===== config.mk =====
export PLATFORM = sky130hd
export DESIGN_NAME = cfs_ctrl
export DESIGN_NICKNAME = d
export VERILOG_FILES = /design/src/cfs_pkg.sv /design/src/cfs_ctrl.sv
export SDC_FILE = /design/constraint.sdc
export NUM_CORES = 1
export LEC_CHECK = 0
export BUFFER_PORTS_ARGS = -buffer_cell sky130_fd_sc_hd__buf_2
export CAP_MARGIN = 0
export CORE_ASPECT_RATIO = 1.1
export CORE_UTILIZATION = 40
export DETAILED_ROUTE_END_ITERATION = 10
export PLACE_DENSITY = 0.68
export SYNTH_ARGS = -nofsm -noshare
export SYNTH_HDL_FRONTEND = slang
export SYNTH_SLANG_ARGS = --single-unit
export TNS_END_PERCENT = 1

===== constraint.sdc =====
create_clock -name clk -period 3.1 [get_ports clk]
set_input_delay 0.465 -clock clk [delete_from_list [all_inputs] [get_ports clk]]
set_output_delay 0.465 -clock clk [all_outputs]
set_load 0.05 [all_outputs]

===== src/cfs_pkg.sv =====
// ----------------------------------------------------------------------------
// cfs_pkg
// Shared types, constants and helpers of the camera follow smoother.
// ----------------------------------------------------------------------------
`default_nettype none
package cfs_pkg;

  localparam int CfgIdxW = 3;
  localparam int CfgDataW = 64;
  localparam int PosW = 32;
  localparam int ZoomW = 24;
  localparam int FactorW = 16;
  localparam int DtW = 12;
  localparam int WeightW = 17;
  localparam int AccW = 40;
  localparam int DvdW = 37;
  localparam int DeadW = 31;

  localparam logic [DtW-1:0] DT_CAP = 12'd3277;
  localparam logic [ZoomW-1:0] ZOOM_FLOOR = 24'd655;
  localparam logic [ZoomW-1:0] ZOOM_RESET = 24'd65536;
  localparam logic [FactorW-1:0] ZOOM_FACTOR_RESET = 16'd1280;
  localparam logic [WeightW-1:0] ONE_Q16 = 17'h10000;
  localparam logic [DvdW-1:0] DVD_HALF_W = 37'h10_0000_0000;
  localparam logic [DvdW-1:0] DVD_HALF_H = 37'h09_0000_0000;

  typedef enum logic [CfgIdxW-1:0] {
    CFG_FOLLOW_FACTOR = 3'd0,
    CFG_ZOOM_FACTOR   = 3'd1,
    CFG_DEAD_X        = 3'd2,
    CFG_DEAD_Y        = 3'd3,
    CFG_ZOOM_GOAL     = 3'd4,
    CFG_BOUNDS_EN     = 3'd5,
    CFG_BOUNDS_LOW    = 3'd6,
    CFG_BOUNDS_HIGH   = 3'd7
  } cfg_idx_t;

  typedef struct packed {
    logic       load;
    logic       desire;
    logic       mul;
    logic       acc;
    logic [1:0] idx;
    logic       div_start;
    logic       div_h;
    logic       store_w;
    logic       store_h;
    logic       clamp;
    logic       sat;
    logic       out_load;
  } cfs_cmd_t;

  typedef struct packed {
    logic is_setpos;
    logic bounds_en;
    logic div_done;
  } cfs_status_t;

  function automatic logic signed [PosW-1:0] sat32(input logic signed [AccW-1:0] v);
    logic signed [AccW-1:0] hi;
    logic signed [AccW-1:0] lo;
    hi = AccW'(32'sh7fff_ffff);
    lo = -AccW'(64'sh8000_0000);
    if (v > hi) return 32'sh7fff_ffff;
    if (v < lo) return 32'sh8000_0000;
    return v[PosW-1:0];
  endfunction

  function automatic logic [WeightW-1:0] weight(input logic [FactorW-1:0] f,
                                                input logic [DtW-1:0] dt);
    logic [FactorW+DtW-1:0] p;
    logic [FactorW+DtW-9:0] s;
    p = f * dt;
    s = p[FactorW+DtW-1:8];
    if (s > {3'b000, ONE_Q16}) return ONE_Q16;
    return s[WeightW-1:0];
  endfunction

endpackage
`default_nettype wire


===== src/cfs_ctrl.sv =====
// ----------------------------------------------------------------------------
// cfs_ctrl
// Sequencer for one command word and the output handshake.
// ----------------------------------------------------------------------------
`default_nettype none
module cfs_ctrl (
  input  wire logic clk,
  input  wire logic rst,
  input  wire logic in_valid,
  output logic in_ready,
  output logic out_valid,
  input  wire logic out_ready,
  input  wire cfs_pkg::cfs_status_t status,
  output cfs_pkg::cfs_cmd_t cmd
);
  import cfs_pkg::*;

  typedef enum logic [10:0] {
    S_IDLE   = 11'b000_0000_0001,
    S_DESIRE = 11'b000_0000_0010,
    S_MUL    = 11'b000_0000_0100,
    S_ACC    = 11'b000_0000_1000,
    S_DWS    = 11'b000_0001_0000,
    S_DWW    = 11'b000_0010_0000,
    S_DHS    = 11'b000_0100_0000,
    S_DHW    = 11'b000_1000_0000,
    S_CLAMP  = 11'b001_0000_0000,
    S_SAT    = 11'b010_0000_0000,
    S_OUT    = 11'b100_0000_0000
  } state_t;

  state_t state;
  state_t state_next;
  logic [1:0] idx;
  logic out_take;

  assign in_ready = (state == S_IDLE);
  assign out_take = !out_valid || out_ready;

  always_comb begin
    state_next = state;
    cmd = '0;
    cmd.idx = idx;
    case (state)
      S_IDLE: begin
        if (in_valid) begin
          cmd.load = 1'b1;
          state_next = S_DESIRE;
        end
      end
      S_DESIRE: begin
        cmd.desire = 1'b1;
        state_next = status.is_setpos ? S_OUT : S_MUL;
      end
      S_MUL: begin
        cmd.mul = 1'b1;
        state_next = S_ACC;
      end
      S_ACC: begin
        cmd.acc = 1'b1;
        if (idx != 2'd3) state_next = S_MUL;
        else state_next = status.bounds_en ? S_DWS : S_SAT;
      end
      S_DWS: begin
        cmd.div_start = 1'b1;
        state_next = S_DWW;
      end
      S_DWW: begin
        if (status.div_done) begin
          cmd.store_w = 1'b1;
          state_next = S_DHS;
        end
      end
      S_DHS: begin
        cmd.div_start = 1'b1;
        cmd.div_h = 1'b1;
        state_next = S_DHW;
      end
      S_DHW: begin
        if (status.div_done) begin
          cmd.store_h = 1'b1;
          state_next = S_CLAMP;
        end
      end
      S_CLAMP: begin
        cmd.clamp = 1'b1;
        state_next = S_SAT;
      end
      S_SAT: begin
        cmd.sat = 1'b1;
        state_next = S_OUT;
      end
      S_OUT: begin
        if (out_take) begin
          cmd.out_load = 1'b1;
          state_next = S_IDLE;
        end
      end
      default: state_next = S_IDLE;
    endcase
  end

  always_ff @(posedge clk) begin
    if (rst) begin
      state <= S_IDLE;
      idx <= '0;
      out_valid <= 1'b0;
    end else begin
      state <= state_next;
      if (cmd.load) idx <= '0;
      else if (cmd.acc) idx <= idx + 1'b1;
      if (cmd.out_load) out_valid <= 1'b1;
      else if (out_ready) out_valid <= 1'b0;
    end
  end
endmodule
`default_nettype wire


* Word-level counts from Yosys, hierarchy flattened
Cells that the tools add are included.
** Cells by class
- Add/subtract/negate cells :: 1
- Equality and inequality tests :: 16
- Multiplexer cells :: 24
- Reductions and logical operators :: 6
** Operators with widths (count)
- 11-bit case mux with 11 select lines :: 1
- 11-bit 2-to-1 mux :: 5
- 10-bit 2-to-1 mux :: 2
- 1-bit 2-to-1 mux :: 16
- 11-bit by 1-bit == test with 1-bit output (second input constant) :: 1
- 11-bit by 10-bit == test with 1-bit output (second input constant) :: 1
- 11-bit == test (second input constant) :: 1
- 11-bit by 2-bit == test with 1-bit output (second input constant) :: 1
- 11-bit by 3-bit == test with 1-bit output (second input constant) :: 1
- 11-bit by 4-bit == test with 1-bit output (second input constant) :: 1
- 11-bit by 5-bit == test with 1-bit output (second input constant) :: 1
- 11-bit by 6-bit == test with 1-bit output (second input constant) :: 1
- 11-bit by 7-bit == test with 1-bit output (second input constant) :: 1
- 11-bit by 8-bit == test with 1-bit output (second input constant) :: 1
- 11-bit by 9-bit == test with 1-bit output (second input constant) :: 1
- 2-bit != test (second input constant) :: 5
- 4-bit AND reduction :: 1
- 2-bit OR reduction :: 2
- 2-bit by 1-bit adder with 2-bit output (second input constant) :: 1
- 2-bit nonzero test :: 1
- 1-bit logical NOT :: 1
- 1-bit logical OR :: 1
** Word-level totals
- Flip-flop bits (word level) :: 14
- Bits of input ports :: 7
- Output and inout port bits :: 15
- Word-level logic and storage cells :: 50

* Logic depth before layout (Yosys ltp)
- Depth after elaboration :: 5
- Depth in mapped cells :: 6
- Mapped depth without buffers :: 5

* Worst setup path before layout
OpenSTA, ideal clock, no wires.
- Path type :: register to output
- Start point :: register state[0]
- End point :: output cmd[6] in the netlist's numbering
- Arrival :: 2.547 ns
- Required time :: 2.635 ns
- Path slack :: 0.088 ns
- Cell stages (with the launch flop) :: 4
- Path buffers :: 0
- Cells stage by stage :: dfxtp_1 > nor4_2 > and2_1 > nor4b_1
** RTL lines
- start, declared :: RTL line cfs_ctrl.sv:32 : state_t state;
- start signal, assigned :: RTL line cfs_ctrl.sv:109 : state <= state_next;
- end, declared :: RTL line cfs_ctrl.sv:14 : output cfs_pkg::cfs_cmd_t cmd

==> flow_summary.json <==
{
  "reg2regPathDepth": 5,
  "avgViaCountPerCell": 5.409,
  "fmax_mhz": 425.7,
  "worstMarginPinSlew_ns": 0.4250,
  "hold_path.class": "input port to register",
  "p_leak_nw": 0.4855,
  "avgSynthCellArea_um2": 8.451,
  "final_cell_mix": "buf_2 (21), dfxtp_1 (14), nor2_1 (11)",
  "final_common_cell": "buf_2",
  "clk_pin_slew_worst_paths_ns": 0.09,
  "cts_root_buffer": "clkbuf_4",
  "port_buffers": 21,
  "cts_inserted_buffers": 3,
  "tns_ns": 0,
  "layout.nets": 136,
  "drt_iter0_drc": 20,
  "clock_latency_ns": 0.28,
  "synth_area_leaders": "dfxtp_1 (30%), nor2_1 (4.4%), nor3_1 (4.3%)",
  "yosysTopAreaCell": "dfxtp_1",
  "antenna_left": 0,
  "place_area_um2": 1025,
  "dieWidth_um": 47.97,
  "dieArea_um2": 2521,
  "slew_headroom_pct": 71.63,
  "arrival_ns": 1.88,
  "status": "finished clean",
  "place_congestion": 0.8325,
  "holdBufCountCts": 0,
  "cts.sinks": 14,
  "grt_pass1_wl_um": 3360,
  "clock_skew_ns": 0.009229,
  "cpPeakStageDelay_ns": 0.44,
  "diodes": 0,
  "irDropWorstVdd_mv": 0.2507,
  "hold_viol_final": 0,
  "rsz0062_at_grt": "no",
  "drive_gt1_share_pct": 26.98,
  "critPathCaptureType": "output pin",
  "grt_max_degree": 12,
  "finalPower_mw": 0.3536,
  "critPathMaxFanout": 10,
  "post-cts-setup-buffers": 0,
  "crit_buf_inv": 1,
  "area_growth_pct": 12.65,
  "finalCritPeriodShare_pct": 75.78,
  "worst-setup-path-type": "register to output pin",
  "vias": 833,
  "whs_path_depth": 3,
  "cts_resized": 0,
  "yosysWarnings": 0,
  "first_global_vias": 758,
  "post-dp-hpwl_um": 1489,
  "clockBufferDepth": 2,
  "num_io_pins": 22,
  "yosysSeqAreaShare_pct": 30.15,
  "powerDensity_nw_per_um2": 337.7,
  "place_inst": 151,
  "fin_crit_ns": 2.349,
  "htree_levels": 1,
  "post-route-cell-area_um2": 1047,
  "path_delay_family": "simple AND/OR/NAND/NOR gates",
  "tritoncts": "built",
  "whs_ns": 0.4643,
  "synth_cells": 110,
  "grt.total_usage_pct": 19.44,
  "drc": 0,
  "gr-total-overflow": 0,
  "synthDistinctLibCells": 38,
  "start_util_pct": 44.15,
  "syn_area_um2": 929.6,
  "die_h_um": 52.56,
  "setup_viol": 0,
  "firstDrtPassIters": 4,
  "report.final.slew_viol_count": 0,
  "worstPathCellList": "nor4_2 -> and2_1 -> nand3_1 -> nor2b_1 -> buf_2",
  "netlist.area_leader.share_pct": 30.15,
  "path_depth": 5,
  "maxCapViolCount": 0,
  "avgRoutedWirePerCell_um": 12.88,
  "slowest_stage": "dfxtp_1",
  "finalNonFillerCells": 154,
  "crit_path_start_kind": "register",
  "synth-seq-cells": 14,
  "wl_um": 1983,
  "antenna_found_initial": 0,
  "cp.required_ns": 2.63,
  "core_um2": 2106,
  "synth_fp_nets": 118,
  "rows": 17
}
==> layer usage <==
layer  track usage [%]  part of all wire (%)
met4             13.43                   2.3
met1             26.11                    48
met2             28.15                    44
met3             2.069                   4.9
met5                 0                     0
==> state kept, by name, summed over array words and instances (netlist names) <==
signal / cells
out_valid: 1
idx: 2
state: 11
==> power by group <==
group	internal, mW	switching, mW
clock network	0.0450	0.0584
registers	0.183	0.00527
logic	0.0226	0.0398
==> worst reg2reg max path, delay by kind of cell (launching register included) <==
kind	cells	cell delay [ns]
flip-flops	1	0.44
AO/OA/AOI/OAI	2	0.26
AND/OR/NAND/NOR	3	0.81
==> cells in the mapped netlist, drive strengths merged <==
| master | n |
|---|---|
| inv | 4 |
| nand4b | 1 |
| nor4 | 3 |
| o21ba | 1 |
| dfxtp | 14 |
| a21oi | 3 |
| a2bb2oi | 1 |
| nor3 | 10 |
| nand4 | 2 |
| xor2 | 3 |
| and4bb | 1 |
| nor2b | 2 |
| mux2i | 1 |
| nor3b | 4 |
| clkbuf | 1 |
| a31oi | 2 |
| and2 | 5 |
| and3 | 2 |
| buf | 7 |
| a21o | 1 |
| nor2 | 11 |
| ha | 1 |
| nand2 | 3 |
| nor4b | 3 |
| xnor2 | 2 |
| nand2b | 4 |
| o21ai | 8 |
| nand3 | 7 |
| and4b | 3 |
==> final timing paths <==
kind,from,to,slack (ns)
setup reg to reg,state[9],state[7],1.52
setup / recovery,state[5],cmd[0],0.75
hold reg to reg,out_valid,out_valid,0.51
hold / removal,status[2],state[10],0.46
==> logic make-up after synthesis <==
| family | synth area share (%) |
|---|---|
| DFF | 30.15 |
| AOI/OAI and AO/OA | 10.09 |
| muxes | 1.077 |
| and+or+nand+nor | 46.16 |
| xor gates and xnor gates | 4.711 |
| adders and majority gates | 1.346 |
| buffers and inverters | 6.459 |
==> per-stage QoR <==
stage / setup WS (ns) / util (%)
2_1_floorplan: 0.08776 / -
3_3_place_gp: 1.121 / 48.66
3_5_place_dp: 1.072 / 48.66
4_1_cts: 0.7641 / 49.73
5_1_grt: 0.5890 / 49.73
6_report: 0.7509 / 49.73
==> final cells by class <==
cell class                      count  area [um^2]
Timing Repair Buffer               21        105.1
Sequential cell                    14        280.3
Multi-Input combinational cell     84        589.3
Clock buffer                        3        22.52
Inverter                            4        15.01
Fill cell                         206         1059
Tap cell                           28        35.03
No activity file was read; power rests on OpenSTA's default activity.
